$ cat src/rtl/core/bht_pkg.sv
// Types, sizes and codes shared by the bucketed hash table modules
`timescale 1ns / 1ps

package bht_pkg;

   localparam int NUM_BUCKETS      = 128;
   localparam int SLOTS_PER_BUCKET = 3;
   localparam int KEY_BITS         = 31;

   localparam int BUCKET_BITS = $clog2(NUM_BUCKETS);
   // divisor width: must hold NUM_BUCKETS itself
   localparam int EFF_BITS    = BUCKET_BITS + 1;
   localparam int FILL_BITS   = $clog2(SLOTS_PER_BUCKET + 1);
   localparam int STEP_BITS   = $clog2(KEY_BITS);

   localparam int GPA_BITS         = 9;
   localparam int GPA_MAX          = 500;
   localparam int SIZE_BITS        = 8;
   localparam int TABLE_SIZE_RESET = 100;

   typedef enum logic [0:0] {
      OP_INSERT = 1'b0,
      OP_DELETE = 1'b1
   } op_type;

   typedef enum logic [1:0] {
      ST_INSERTED  = 2'd0,
      ST_FULL      = 2'd1,
      ST_DELETED   = 2'd2,
      ST_NOT_FOUND = 2'd3
   } status_type;

   // One bucket as stored in a memory row
   typedef struct packed {
      logic [FILL_BITS-1:0]                           fill;
      logic [SLOTS_PER_BUCKET-1:0][KEY_BITS-1:0]      keys;
      logic [SLOTS_PER_BUCKET-1:0][GPA_BITS-1:0]      grades;
   } row_type;

   // Outcome of one read-modify-write on a bucket
   typedef struct packed {
      status_type            status;
      logic [GPA_BITS-1:0]   removed_gpa;
      logic                  write_row;
      row_type               row;
   } update_type;

endpackage

$ cat src/rtl/core/bht_divider.sv
// Bit-serial restoring remainder unit: key modulo bucket count
`timescale 1ns / 1ps

module bht_divider
   import bht_pkg::*;
(
   input  logic                   clock,
   input  logic                   reset,
   input  logic                   load,
   input  logic [KEY_BITS-1:0]    key,
   input  logic [EFF_BITS-1:0]    divisor,
   output logic                   done,
   output logic [BUCKET_BITS-1:0] remainder
);

   logic                   running_ff, running_in;
   logic                   done_ff, done_in;
   logic [STEP_BITS-1:0]   count_ff, count_in;
   logic [KEY_BITS-1:0]    dividend_ff, dividend_in;
   logic [BUCKET_BITS-1:0] rem_ff, rem_in;

   logic [EFF_BITS-1:0]    trial;
   logic [EFF_BITS-1:0]    diff;

   // one quotient bit per cycle, MSB of the key first
   assign trial = {rem_ff, dividend_ff[KEY_BITS-1]};
   assign diff  = trial - divisor;

   always_comb begin
      running_in  = running_ff;
      done_in     = 1'b0;
      count_in    = count_ff;
      dividend_in = dividend_ff;
      rem_in      = rem_ff;
      if (load) begin
         running_in  = 1'b1;
         count_in    = STEP_BITS'(KEY_BITS - 1);
         dividend_in = key;
         rem_in      = '0;
      end else if (running_ff) begin
         rem_in      = (trial >= divisor) ? diff[BUCKET_BITS-1:0] : trial[BUCKET_BITS-1:0];
         dividend_in = {dividend_ff[KEY_BITS-2:0], 1'b0};
         count_in    = count_ff - 1'b1;
         if (count_ff == '0) begin
            running_in = 1'b0;
            done_in    = 1'b1;
         end
      end
   end

   always_ff @(posedge clock) begin
      if (reset) begin
         running_ff <= 1'b0;
         done_ff    <= 1'b0;
         count_ff   <= '0;
      end else begin
         running_ff <= running_in;
         done_ff    <= done_in;
         count_ff   <= count_in;
      end
      dividend_ff <= dividend_in;
      rem_ff      <= rem_in;
   end

   assign done      = done_ff;
   assign remainder = rem_ff;

endmodule

$ cat config.mk
export PLATFORM = sky130hd
export DESIGN_NAME = bht_divider
export DESIGN_NICKNAME = d
export VERILOG_FILES = /design/src/rtl/core/bht_pkg.sv /design/src/rtl/core/bht_divider.sv
export SDC_FILE = /design/constraint.sdc
export NUM_CORES = 1
export LEC_CHECK = 0
export ABC_AREA = 1
export BUFFER_PORTS_ARGS = -buffer_cell sky130_fd_sc_hd__buf_2
export CORE_ASPECT_RATIO = 0.9
export CORE_MARGIN = 1
export CORE_UTILIZATION = 29
export DETAILED_ROUTE_END_ITERATION = 8
export HOLD_SLACK_MARGIN = 0.02
export PLACE_DENSITY_LB_ADDON = 0.05
export SLEW_MARGIN = 25
export SYNTH_ARGS = -nofsm -noshare
export SYNTH_HDL_FRONTEND = slang
export SYNTH_SLANG_ARGS = --single-unit
$ cat constraint.sdc
create_clock -name clock -period 2.3 [get_ports clock]
set_input_delay 0 -clock clock [delete_from_list [all_inputs] [get_ports clock]]
set_output_delay 0 -clock clock [all_outputs]
set_load 0.01 [all_outputs]
# Word level (Yosys, flattened, before mapping)
# Index checks and enable logic that the tools add are counted.
# W data, S select, Z words.
[totals]
reg_bits = 45
in_bits = 42
out_inout_bits = 8
wordCells = 23
[op_classes]
addsub = 2
order_cmp = 1
muxes = 9
bitwise = 1
reduce_logical = 4
[ops]
columns = ["op", "n"]
rows = [
  ["$mux W31", 2],
  ["$mux W5", 2],
  ["$ge A8 B8 Y1", 1],
  ["$mux W7", 1],
  ["$sub A7 B7 Y7", 1],
  ["$logic_not A5 Y1", 1],
  ["$sub A5 B1 Y5 const B", 1],
  ["$mux W1", 4],
  ["$reduce_or A3 Y1", 1],
  ["$reduce_bool A2 Y1", 1],
  ["$reduce_or A2 Y1", 1],
  ["$not A1 Y1", 1],
]

# Logic depth before layout (Yosys ltp)
[depth]
depth_word = 4
ltp_mapped = 11
mapped_depth_nobuf = 11

# Worst setup path before layout
# No wires, ideal clock.
[synth_path]
path_kind = "register to register"
from = "register dividend_ff[30]"
to = "register rem_ff[5] (netlist: remainder[5])"
arrival_ns = 1.608
slack_ns = 0.579
path_stages_with_launch = 11
path_buffers = 0
synth_period_minus_slack_ns = 1.721
path_cell_list = "edfxtp_1 -> inv_1 -> ha_1 -> inv_1 -> fa_1 -> nand3_2 -> nand3_4 -> o21ai_2 -> nand3_1 -> nand3_1 -> nand2_1"
[synth_via]
elab_chain_len = 2
word_cells_on_any_way = 3
[synth_rtl]
columns = ["element", "line", "source"]
rows = [
  ["from (decl)", "bht_divider.sv:19", "logic [KEY_BITS-1:0] dividend_ff, dividend_in;"],
  ["from (signal assigned)", "bht_divider.sv:61", "dividend_ff <= dividend_in;"],
  ["$sub A7 B7 Y7 or $ge A8 B8 Y1 (tied branches)", "bht_divider.sv:27, bht_divider.sv:41", ""],
  ["$mux W7 *", "bht_divider.sv:41", "rem_in = (trial >= divisor) ? diff[BUCKET_BITS-1:0] : trial[BUCKET_BITS-1:0];"],
  ["to (signal assigned)", "bht_divider.sv:62", "rem_ff <= rem_in;"],
  ["to (decl)", "bht_divider.sv:20", "logic [BUCKET_BITS-1:0] rem_ff, rem_in;"],
]
# Every way passes the cells marked *; elsewhere a longest branch is shown, timed or not.
# A chain may end at the register's enable or synchronous reset.

# Worst setup path after layout
[layout_path]
from = "register dividend_ff[30]"
to = "register rem_ff[6] (netlist: remainder[6])"
# Same word-level chain as after synthesis.

==> results.py <==
metrics = {
    "clocking": {
        "cts_tree": "done",
        "cts_sinks": 45,
        "cts_root_buf": "clkbuf_8",
        "cts_buffer_depth": 2,
        "cts_setup_buffers": 0,
        "htree_num_levels": 2,
        "clk_pin_slew_ns": 0.08,
        "cts-hold-fix-buffers": 32,
        "post_cts_resized": 0,
        "clock_latency_ns": 0.29,
        "cts_buffers": 5,
    },
    "layout": {
        "fill_cells": 824,
        "final_util": 0.392,
        "final_cell_mix": "135 x nand2_1, 49 x buf_2, 32 x dlygate4sd3_1, 31 x edfxtp_1, 30 x inv_1",
        "insertedDiodeCount": 0,
        "final_common_cell": "nand2_1",
        "syn_to_final_growth_pct": 31.1,
        "drive_above_1_share": 0.209,
        "finalNetCount": 424,
    },
    "pwr": {
        "powerDensity_mw_per_mm2": 556,
        "vdd_drop_max_v": 0.000236,
        "leakage_nw": 1.59,
    },
    "timing": {
        "period_needed_ns": 1.91,
        "slew_headroom": 0.630,
        "final_max_slew_viol_count": 0,
        "period_share": 0.830,
        "fin_tns_setup_ns": 0,
        "hold_viol": 0,
        "fmax_mhz": 524,
        "finClkSkew_ns": 0.00490,
        "setup_viol": 0,
        "fin_ws_ns": 0.390,
        "rsz0062_at_grt": "false",
        "worst_pin_slew_ns": 0.555,
    },
    "yosys": {
        "yosysSeqAreaShare": 0.502,
        "syn_area_sq_mm": 0.00241,
        "synthDistinctLibCells": 27,
        "ys.warnings.count": 0,
        "syn_inst": 289,
        "synth_seq_cells": 45,
        "syn-num-nets": 341,
        "syn_avg_cell_area_sq_um": 8.35,
    },
    "min_path": {
        "min_from": "divisor[0]",
        "hold_depth": 5,
        "hold_path_end": "remainder[0]$_SDFFE_PP0P_",
        "hold_path_class": "in -> reg",
    },
    "worst_setup_path": {
        "timing.critical_path.to_type": "flop",
        "setup.worst_path.start_class": "flop",
        "r2r_end": "remainder[6]$_SDFFE_PP0P_",
        "required_ns": 2.50,
        "r2r_cells": 10,
        "arrival_ns": 2.11,
        "ff2ff_setup_slack_ns": 0.39,
        "r2r-start": "dividend_ff[30]$_DFFE_PP_",
        "critPathKind": "reg -> reg",
        "cp_max_fo": 7,
    },
    "route": {
        "ant_nets": 0,
        "dr_total_vias": 2018,
        "drtPass1Iterations": 6,
        "wl_per_cell_um": 11.2,
        "routed_via_density": 4.28,
        "wl_um": 5310,
        "drt_iter0_drc": 108,
        "drc_errors": 0,
    },
    "placement": {
        "place_ws_ns": 0.382,
        "dp_hpwl_um": 3640,
        "port_buffers": 49,
        "place.gp.congestion": 0.722,
    },
    "outcome": {
        "outcome": "complete, no violations",
    },
    "floorplan": {
        "rows": 31,
        "die_y_um": 88.5,
        "core-area_sq_mm": 0.00807,
        "start_util": 0.299,
        "num_io_pins": 50,
        "dieArea_sq_mm": 0.00869,
        "die_w_um": 98.1,
    },
    "global_route": {
        "antenna_found_initial": 0,
        "first_global_vias": 1921,
        "overflow": 0,
        "grt_max_degree": 35,
        "grt_pass1_wl_um": 9030,
        "track_usage": 0.134,
    },
    "job": {
        "cap_viol_max_count": 0,
    },
}
==> sequential cells by signal, indices dropped and copies added (netlist names) <==
| signal | flops |
|---|---|
| count_ff | 5 |
| dividend_ff | 31 |
| done | 1 |
| remainder | 7 |
| running_ff | 1 |
==> synthesized netlist by cell type <==
| cell type | number | area, sq um |
|---|---|---|
| edfxtp_1 | 31 | 931 |
| inv_2 | 4 | 15.0 |
| nand2_1 | 135 | 507 |
| clkbuf_1 | 5 | 18.8 |
| a221oi_1 | 1 | 8.76 |
| a21oi_4 | 1 | 16.3 |
| nand3b_1 | 5 | 37.5 |
| a31oi_1 | 2 | 12.5 |
| nor2_2 | 1 | 6.26 |
| nor2_4 | 3 | 33.8 |
| nand3_2 | 3 | 30.0 |
| nand4_1 | 3 | 18.8 |
| dfxtp_1 | 14 | 280 |
| nand3_1 | 15 | 75.1 |
| xnor2_1 | 2 | 17.5 |
| a21oi_1 | 1 | 5.00 |
| nand2_2 | 5 | 31.3 |
| a21boi_0 | 1 | 7.51 |
| clkbuf_8 | 1 | 13.8 |
| buf_2 | 1 | 5.00 |
| inv_1 | 30 | 113 |
| nand3_4 | 2 | 35.0 |
| o21ai_2 | 1 | 8.76 |
| nor2_1 | 10 | 37.5 |
| fa_1 | 1 | 20.0 |
| o31ai_1 | 2 | 15.0 |
| ha_1 | 9 | 113 |
==> area by class of cell <==
class / instances / area [sq um] / share of cell area
sequential: 45 / 1210 / 0.383
multi-input combinational: 203 / 1040 / 0.328
timing repair buffer: 83 / 581 / 0.184
inverter: 34 / 128 / 0.0404
tap: 99 / 124 / 0.0392
clock buffer: 6 / 72.6 / 0.0230
clock inverter: 2 / 10.0 / 0.00317
==> metrics by stage <==
stage / hold slack [ns] / cells / cell area [sq um] / power (mW)
after floorplan: 0.0694 / 289 / 2410 / 1.17
after global placement: 0.210 / 432 / 2760 / 1.26
after detailed placement: 0.212 / 432 / 2760 / 1.26
after CTS: 0.129 / 472 / 3160 / 1.78
after global routing: 0.161 / 472 / 3160 / 1.87
final: 0.137 / 472 / 3160 / 1.76
==> worst max-delay path, cell delays in order (launching register included) <==
cell      delay, ns
edfxtp_1       0.36
inv_1          0.08
ha_1           0.14
inv_1          0.06
fa_1           0.43
nand3_2        0.11
nand3_4        0.08
o21ai_2        0.30
nand3_1        0.11
nand3_1        0.10
nand2_1        0.05
==> metal layers <==
metal | up-vias | share of wire | wire length [um] | track usage
met5 | - | 0 | 0 | 0
met1 | 891 | 0.51 | 2730 | 0.188
met3 | 3 | 0.036 | 189 | 0.0292
met2 | 41 | 0.45 | 2370 | 0.208
met4 | 0 | 0.0043 | 23 | 0.0407
li1 | 1083 | - | - | -
==> where the power goes <==
| part | internal, mW | total [mW] | switching, mW |
|---|---|---|---|
| combinational | 0.135 | 0.297 | 0.162 |
| clock | 0.211 | 0.482 | 0.270 |
| sequential | 0.951 | 0.978 | 0.0270 |
==> worst max-delay path by stage <==
stage,slack (ns),to,from,cells past startpoint
global placement,0.41,remainder[6]$_SDFFE_PP0P_,dividend_ff[30]$_DFFE_PP_,10
detailed placement,0.38,remainder[6]$_SDFFE_PP0P_,dividend_ff[30]$_DFFE_PP_,10
floorplan,0.58,remainder[5]$_SDFFE_PP0P_,dividend_ff[30]$_DFFE_PP_,10
finish,0.39,remainder[6]$_SDFFE_PP0P_,dividend_ff[30]$_DFFE_PP_,10
CTS,0.37,remainder[6]$_SDFFE_PP0P_,dividend_ff[30]$_DFFE_PP_,10
global route,0.19,remainder[3]$_SDFFE_PP0P_,dividend_ff[30]$_DFFE_PP_,10
==> logic make-up after synthesis <==
kind of cell               after synthesis  synth area share
xor gates and xnor gates                 2           0.00726
DFF                                     45             0.502
buffers and inverters                   41            0.0685
and+or+nand+nor                        182             0.337
AOI/OAI and AO/OA                        9            0.0306
adders and majority gates               10            0.0550
Note: power is estimated with default switching activity, not from simulation.
