==> config.mk <==
export PLATFORM = sky130hd
export DESIGN_NAME = bht_row_update
export DESIGN_NICKNAME = d
export VERILOG_FILES = /design/src/rtl/core/bht_pkg.sv /design/src/rtl/core/bht_row_update.sv
export SDC_FILE = /design/constraint.sdc
export NUM_CORES = 1
export LEC_CHECK = 0
export ABC_AREA = 1
export BUFFER_PORTS_ARGS = -buffer_cell sky130_fd_sc_hd__buf_2
export CAP_MARGIN = 40
export CORE_AREA = 2 2 115 117
export DETAILED_ROUTE_END_ITERATION = 12
export DIE_AREA = 0 0 117 119
export MAX_ROUTING_LAYER = met4
export PLACE_DENSITY_LB_ADDON = 0.08
export SYNTH_ARGS = -nofsm -noshare
export SYNTH_HDL_FRONTEND = slang
export SYNTH_SLANG_ARGS = --single-unit
==> constraint.sdc <==
create_clock -name vclk -period 4.6
set_input_delay 0.46 -clock vclk [all_inputs]
set_output_delay 0.46 -clock vclk [all_outputs]
set_load 0.02 [all_outputs]
==> src/rtl/core/bht_pkg.sv <==
// Types, sizes and codes shared by the bucketed hash table modules
`timescale 1ns / 1ps

package bht_pkg;

   localparam int NUM_BUCKETS      = 128;
   localparam int SLOTS_PER_BUCKET = 3;
   localparam int KEY_BITS         = 31;

   localparam int BUCKET_BITS = $clog2(NUM_BUCKETS);
   // divisor width: must hold NUM_BUCKETS itself
   localparam int EFF_BITS    = BUCKET_BITS + 1;
   localparam int FILL_BITS   = $clog2(SLOTS_PER_BUCKET + 1);
   localparam int STEP_BITS   = $clog2(KEY_BITS);

   localparam int GPA_BITS         = 9;
   localparam int GPA_MAX          = 500;
   localparam int SIZE_BITS        = 8;
   localparam int TABLE_SIZE_RESET = 100;

   typedef enum logic [0:0] {
      OP_INSERT = 1'b0,
      OP_DELETE = 1'b1
   } op_type;

   typedef enum logic [1:0] {
      ST_INSERTED  = 2'd0,
      ST_FULL      = 2'd1,
      ST_DELETED   = 2'd2,
      ST_NOT_FOUND = 2'd3
   } status_type;

   // One bucket as stored in a memory row
   typedef struct packed {
      logic [FILL_BITS-1:0]                           fill;
      logic [SLOTS_PER_BUCKET-1:0][KEY_BITS-1:0]      keys;
      logic [SLOTS_PER_BUCKET-1:0][GPA_BITS-1:0]      grades;
   } row_type;

   // Outcome of one read-modify-write on a bucket
   typedef struct packed {
      status_type            status;
      logic [GPA_BITS-1:0]   removed_gpa;
      logic                  write_row;
      row_type               row;
   } update_type;

endpackage

==> src/rtl/core/bht_row_update.sv <==
// Bucket modify logic: append on insert, remove-and-close-gap on delete
`timescale 1ns / 1ps

module bht_row_update
   import bht_pkg::*;
(
   input  op_type              opcode,
   input  logic [KEY_BITS-1:0] key,
   input  logic [GPA_BITS-1:0] gpa,
   input  logic                row_valid,
   input  row_type             row,
   output update_type          upd
);

   logic [FILL_BITS-1:0]        fill;
   logic [GPA_BITS-1:0]         gpa_sat;
   logic [SLOTS_PER_BUCKET-1:0] shift;
   logic                        found;
   logic [GPA_BITS-1:0]         removed;
   row_type                     new_row;

   // a bucket never written since reset counts as empty; a larger fill is clamped to the slots
   always_comb begin
      fill = row_valid ? row.fill : '0;
      if (32'(fill) > SLOTS_PER_BUCKET) begin
         fill = FILL_BITS'(SLOTS_PER_BUCKET);
      end
   end

   assign gpa_sat = (gpa > GPA_BITS'(GPA_MAX)) ? GPA_BITS'(GPA_MAX) : gpa;

   // first live slot that matches; every slot from there on takes its successor
   always_comb begin
      found   = 1'b0;
      removed = '0;
      shift   = '0;
      for (int i = 0; i < SLOTS_PER_BUCKET; i++) begin
         if (!found && (FILL_BITS'(i) < fill) && (row.keys[i] == key)) begin
            found   = 1'b1;
            removed = row.grades[i];
         end
         shift[i] = found;
      end
   end

   always_comb begin
      new_row      = row;
      new_row.fill = fill;
      upd          = '0;
      unique case (opcode)
         OP_INSERT: begin
            if (32'(fill) >= SLOTS_PER_BUCKET) begin
               upd.status = ST_FULL;
            end else begin
               for (int i = 0; i < SLOTS_PER_BUCKET; i++) begin
                  if (FILL_BITS'(i) == fill) begin
                     new_row.keys[i]   = key;
                     new_row.grades[i] = gpa_sat;
                  end
               end
               new_row.fill  = fill + 1'b1;
               upd.status    = ST_INSERTED;
               upd.write_row = 1'b1;
            end
         end
         OP_DELETE: begin
            if (found) begin
               for (int i = 0; i < SLOTS_PER_BUCKET - 1; i++) begin
                  if (shift[i]) begin
                     new_row.keys[i]   = row.keys[i+1];
                     new_row.grades[i] = row.grades[i+1];
                  end
               end
               new_row.fill    = fill - 1'b1;
               upd.status      = ST_DELETED;
               upd.removed_gpa = removed;
               upd.write_row   = 1'b1;
            end else begin
               upd.status = ST_NOT_FOUND;
            end
         end
         default: begin
            upd.status = ST_NOT_FOUND;
         end
      endcase
      upd.row = new_row;
   end

endmodule

[Word level (Yosys, flattened, before mapping)]
Index checks and enable logic that the tools add are counted.
Storage, ports and cells
  bits in registers: 0
  latch bits: 0
  RAM bits: 0
  bits in read-only memories: 0
  input bits: 164
  output and inout bits: 134
  word-level logic and storage cells: 55
  memories: 0
Operators by class
  add/sub/neg operators: 2
  multiply operators: 0
  div/mod/pow operators: 0
  $lt $le $gt $ge: 5
  equal/unequal tests: 5
  shifts and indexed selects: 0
  multiplexer cells: 34
  bitwise operators: 1
  reductions and logical operators: 8
Operators by type and width (count)
  $mux 31: 6
  $pmux 62 s2: 1
  $mux 122: 1
  $mux 9: 11
  $eq 31x31->1: 3
  $mux 62: 1
  $pmux 18 s2: 1
  $mux 18: 1
  $mux 10: 1
  $gt 9x9->1 const B: 1
  $pmux 2 s2: 2
  $mux 1: 6
  $logic_and 1x1->1: 5
  $lt 1x2->1 const A: 2
  $mux 2: 2
  $add 2x1->2 const B: 1
  $eq 1x2->1 const A: 1
  $eq 2x2->1 const A: 1
  $ge 2x2->1 const B: 1
  $logic_not 1->1: 2
  $logic_not 2->1: 1
  $lt 2x2->1 const A: 1
  $pmux 1 s2: 1
  $sub 2x1->2 const B: 1
  $not 1->1: 1

[Depth between registers and ports, before layout]
Gate-level depths: netlist of run 1.
  word-level depth: 14
  mapped depth: 17
  mapped depth without buffers: 15

[Worst setup path before layout of run 1]
OpenSTA, ideal clock, no wires.
  path kind: input to output
  start: in row[121] (netlist bit)
  end: out upd[33] (netlist bit)
  arrival time: 2.021 ns
  required time: 4.140 ns
  slack: 2.119 ns
  cell stages on the path: 11
  buffers on the path: 2
  path through: nand2_1 -> ha_1 -> a21oi_1 -> nand4_1 -> nor2_1 -> nand2_1 -> nor2_1 -> buf_2 -> buf_4 -> a21oi_1 -> a21oi_1
RTL lines
  from (decl): line bht_row_update.sv:11  | input row_type row,
  to (decl): line bht_row_update.sv:12  | output update_type upd

==> results.yml, run 1 <==
routing:
  totalWireLength_um: 24500
  post-route-drc-count: 0
  post_drt_wl_per_cell_um: 13.7
  drt_pre_antenna_iters: 5
  via_count: 9181
  detailedRoute.firstIterationViolations: 824
  final_antenna_net_count: 0
  post_detailed_route_via_to_cell_ratio: 5.14
place:
  placed_cells_incl_taps: 1786
  gp_congestion: 1.00
  hpwl_um: 19800
  port_buffers: 298
  placement.setup.worst_slack_ps: 1390
finish:
  clockBufferCount: 0
  final_layout_size_suffix_gt1_share_pct: 22.1
  flow.area_growth_from_synthesis_pct: 27.0
  design.seq.count: 0
  nets: 1782
  ff_latch_area_um2: 0
  antennaDiodeCount: 0
  non_filler_instances: 1786
worst_setup_path:
  timing.critical_path.arrival_ps: 2770
  largest_fanout_on_the_critical_path: 21
  timing.critical_path.from_type: "input pin"
  crit_path_start: "row_valid"
  critical_path_class: "input pin to primary output"
  crit_required_ps: 4140
  worstSetupEndpointType: "primary output"
hold_path:
  holdPathStages: 4
  hold_start: "row[26]"
  hold_class: "input pin to primary output"
timing:
  hold_slack_ps: 1270
  timing_max_transition_violations_final: 0
  rsz0062_at_grt: "false"
  hold_viol: 0
  worst-slew-pin-transition_ps: 744
  timing.final.crit_share_pct: 70.2
  timing.slew.headroom_pct: 50.4
  setup_violations: 0
  finalWorstSetupSlack_ps: 1370
  post_route_setup_tns_ps: 0
  period_minus_slack_ps: 3230
  fmax_mhz: 310
die:
  fp.coreArea_mm2: 0.0129
  core.rowCount: 42
  initial_utilization_pct: 45.8
  dieArea_mm2: 0.0139
  ioPinCount: 298
  die_width_um: 117
  die_h_um: 119
global_routing:
  vias_in_the_first_global_route: 7771
  global_route_wire_length_before_repair_um: 37800
  largest_net_degree_at_the_start_of_global_routing: 67
  grtUsageTotal_pct: 34.0
  grt.overflow.total: 0
  initial_antenna_violation_count: 0
outcome:
  outcome: "finished, final reports clean"
yosys:
  post_synth.cell_area_avg_um2: 4.32
  synth_common_cells: "608 x nand2_1, 156 x inv_1, 128 x a21oi_1"
  cell_types_with_the_largest_area_share_after_synthesis: "nand2_1 39%, a21oi_1 11%, inv_1 9.9%"
  synth.largest_area_cell: "nand2_1"
  seq_area_frac_synth_pct: 0
  synthesis.area_mm2: 0.00590
  synth_cell_type_count: 26
  synth.most_common_cell: "nand2_1"
  warnings_synthesis: 0
  syn-instance-count: 1366
  area_share_of_the_leading_cell_type_in_the_synthesized_netlist_pct: 38.7
  syn-num-nets: 1536
power_and_ir_drop:
  leakagePower_nw: 4.79
  report.power.total_mw: 0.802
  vdd_drop_max_uv: 49.8
  pwr_density_cell_mw_per_mm2: 107
run:
  cap_viol_max_count: 0
clock_tree:
  cts_setup_buffers: 0
  cts_hold_repair.buffers: 0
  postCtsResizedCells: 0
[worst max-delay path, cell delays in order]
cell and delay [ps]:
buf_2 90, nand2_1 140, ha_1 260, a21oi_1 160, nand4_1 100, nor2_1 110
nand2_1 90, nor2_4 550, buf_4 320, nand2_1 60, nand2_1 60, nor2_1 40
nor2_1 140, buf_2 180
[path summary, 6_finish.rpt]
check       end  slack (ps)
max    upd[126]        1370
min     upd[26]        1270
[layout make-up]
cell class | count | area (um^2)
fillers | 1501 | 5390
inverters | 197 | 739
multi-input cells | 1102 | 4860
well taps | 176 | 220
repair buffers | 311 | 1670
[metrics by stage]
stage	area, um^2	util, %
6_report	7490	58.2
3_3_place_gp	7390	57.4
4_1_cts	7490	58.2
5_1_grt	7490	58.2
3_5_place_dp	7490	58.2
2_1_floorplan	5900	-
[per-layer routing]
metal,global-route usage (%),wire [um]
met2,56.8,11300
met3,1.58,1630
met1,45.3,11000
met4,7.28,590
met5,-,0
[kinds of logic after synthesis]
group,share of synthesized area (%)
AOI/OAI and AO/OA,23.8
xor gates and xnor gates,2.52
adders and majority gates,1.27
buffers and inverters,17.8
and+or+nand+nor,54.6
[power by group]
| part | internal (mW) | switching, mW | total [mW] |
|---|---|---|---|
| registers | 0 | 0 | 0 |
| clock network | 0 | 0 | 0 |
| logic | 0.271 | 0.531 | 0.802 |
[placed cells by master (no fill, tap or decap), drive strengths merged]
| master | netlist | final |
|---|---|---|
| a21boi | 2 | 2 |
| o211ai | 33 | 33 |
| nand3 | 70 | 70 |
| nand4 | 10 | 10 |
| nand2 | 611 | 611 |
| nor3 | 1 | 1 |
| buf | 25 | 311 |
| inv | 189 | 189 |
| o21ai | 100 | 100 |
| clkinv | 8 | 8 |
| xnor2 | 15 | 15 |
| and2 | 3 | 3 |
| or2 | 3 | 3 |
| nor2 | 115 | 115 |
| ha | 6 | 6 |
| nand3b | 3 | 3 |
| xor2 | 2 | 2 |
| a21oi | 128 | 128 |
(Power assumes the default switching activity.)
==> run 2, diff against run 1 <==
--- a/config.mk
+++ b/config.mk
@@ -8,9 +8,9 @@
 export ABC_AREA = 1
 export BUFFER_PORTS_ARGS = -buffer_cell sky130_fd_sc_hd__buf_2
 export CAP_MARGIN = 40
-export CORE_AREA = 2 2 115 117
+export CORE_AREA = 2 2 117 119
 export DETAILED_ROUTE_END_ITERATION = 12
-export DIE_AREA = 0 0 117 119
+export DIE_AREA = 0 0 119 121
 export MAX_ROUTING_LAYER = met4
 export PLACE_DENSITY_LB_ADDON = 0.08
 export SYNTH_ARGS = -nofsm -noshare
==> constraint.sdc (replaced) <==
create_clock -name vclk -period 3
set_input_delay 0.3 -clock vclk [all_inputs]
set_output_delay 0.3 -clock vclk [all_outputs]
set_load 0.02 [all_outputs]
==> results.yml, run 2 (synthesis results as in run 1) <==
outcome:
  outcome: "finished, final reports clean"
power_and_ir_drop:
  pwr_density_cell_mw_per_mm2: 165
  p_seq_share_pct: 0
  leakagePower_nw: 4.80
  switching_share_pct: 66.4
  internal_power_mw: 0.415
  clock_power_share_pct: 0
  vdd_drop_max_uv: 77.4
  net-switching-power_mw: 0.821
  pwr-share-comb_pct: 100.0
  report.power.total_mw: 1.24
routing:
  drt_pre_antenna_iters: 8
  detailedRoute.firstIterationViolations: 702
  via_count: 9273
  post_detailed_route_via_to_cell_ratio: 5.18
  totalWireLength_um: 25700
  final_antenna_net_count: 0
  post_drt_wl_per_cell_um: 14.3
  post-route-drc-count: 0
die:
  core.rowCount: 42
  dieArea_mm2: 0.0144
  fp.coreArea_mm2: 0.0131
  ioPinCount: 298
  die_h_um: 121
  initial_utilization_pct: 45.1
  die_width_um: 119
timing:
  finalWorstSetupSlack_ps: 311
  hold_viol: 0
  worst-slew-pin-transition_ps: 573
  setup_violations: 0
  timing.final.crit_share_pct: 89.6
  period_minus_slack_ps: 2690
  fmax_mhz: 372
  post_route_setup_tns_ps: 0
  rsz0062_at_grt: "false"
  hold_slack_ps: 958
  timing.slew.headroom_pct: 61.7
  timing_max_transition_violations_final: 0
worst_setup_path:
  crit_path_cell_trace: "buf_2 -> nand2_1 -> ha_1 -> a21oi_1 -> nand2_1 -> nor2_1 -> nand2_1 -> nor2_1 -> nand2_2 -> nand2_4 -> buf_6 -> nor2_1 -> nor2_1 -> nor2_1 -> buf_2"
  worstSetupEndpointType: "primary output"
  cpMostUsedCell: "nor2_1"
  max_stage_delay_ps: 340
  timing.critical_path.from_type: "input pin"
  timing.critical_path.arrival_ps: 2390
  crit_path_start: "row_valid"
  largest_fanout_on_the_critical_path: 44
  path_delay_family: "simple AND/OR/NAND/NOR gates"
  critical-path-slowest-cell: "buf_6"
  worst-path-buf-inv: 3
  crit_required_ps: 2700
  critical_path_class: "input pin to primary output"
finish:
  antennaDiodeCount: 0
  design.seq.count: 0
  final_layout_size_suffix_gt1_share_pct: 22.3
  layout_commonest_cell: "nand2_1"
  ff_latch_area_um2: 0
  clockBufferCount: 0
  nets: 1785
  most-common-layout-cells: "605 x nand2_1, 298 x buf_2, 156 x inv_1"
  finish.instance_area_mm2: 0.00752
  finalCoreUtilization_pct: 57.4
  flow.area_growth_from_synthesis_pct: 27.4
  non_filler_instances: 1789
clock_tree:
  cts_hold_repair.buffers: 0
  cts_setup_buffers: 0
global_routing:
  largest_net_degree_at_the_start_of_global_routing: 81
  grtUsageTotal_pct: 34.3
  vias_in_the_first_global_route: 8013
  initial_antenna_violation_count: 0
  grt.overflow.total: 0
  global_route_wire_length_before_repair_um: 39900
hold_path:
  hold_class: "input pin to primary output"
  hold_start: "row[19]"
place:
  placement.setup.worst_slack_ps: 180
  port_buffers: 298
  placed_cells_incl_taps: 1789
  gp_congestion: 1.02
  hpwl_um: 20700
  detailed_place.area_mm2: 0.00751
run:
  cap_viol_max_count: 0
[run 2: changes by cell type in the layout (fill, tap and decap cells not counted)]
cell    change
buf_12      +3
buf_16      -2
buf_4       +1
buf_6       +1
inv_2       -1
inv_4       +1
[run 2: power groups by stage]
stage / clock, mW / sequential (mW) / combinational, mW
final: 0 / 0 / 1.24
after global routing: 0 / 0 / 1.37
after CTS: 0 / 0 / 1.22
after detailed placement: 0 / 0 / 1.22
after global placement: 0 / 0 / 1.21
after floorplan: 0 / 0 / 0.751
[run 2: worst paths after layout]
check,end,slack [ps],depth (start not counted)
setup / recovery,upd[124],310,15
hold / removal,upd[19],960,4
[run 2: tightest hold or removal path: stages]
cell and delay [ps]:
buf_2 90, nand2_1 50, o21ai_0 50, buf_2 160
[run 2: layout make-up]
class	count	area, um^2
Fill cell	1516	5570
Inverter	197	742
Multi-Input combinational cell	1102	4860
Tap cell	176	220
Timing Repair Buffer	314	1690
[run 2: repair_timing]
action | in CTS | in global routing
endpoints found under the hold margin | 0 | 0
gates resized for setup | 0 | 3
setup endpoints to repair | 0 | 6
[run 2: layer usage]
| layer | vias to the layer above | part of all wire, % | global-route usage, % |
|---|---|---|---|
| li1 | 4737 | - | - |
| met1 | 4055 | 43 | 44.5 |
| met2 | 432 | 47 | 59.3 |
| met3 | 49 | 7.6 | 1.83 |
| met4 | 0 | 2.4 | 7.44 |
| met5 | - | 0 | - |
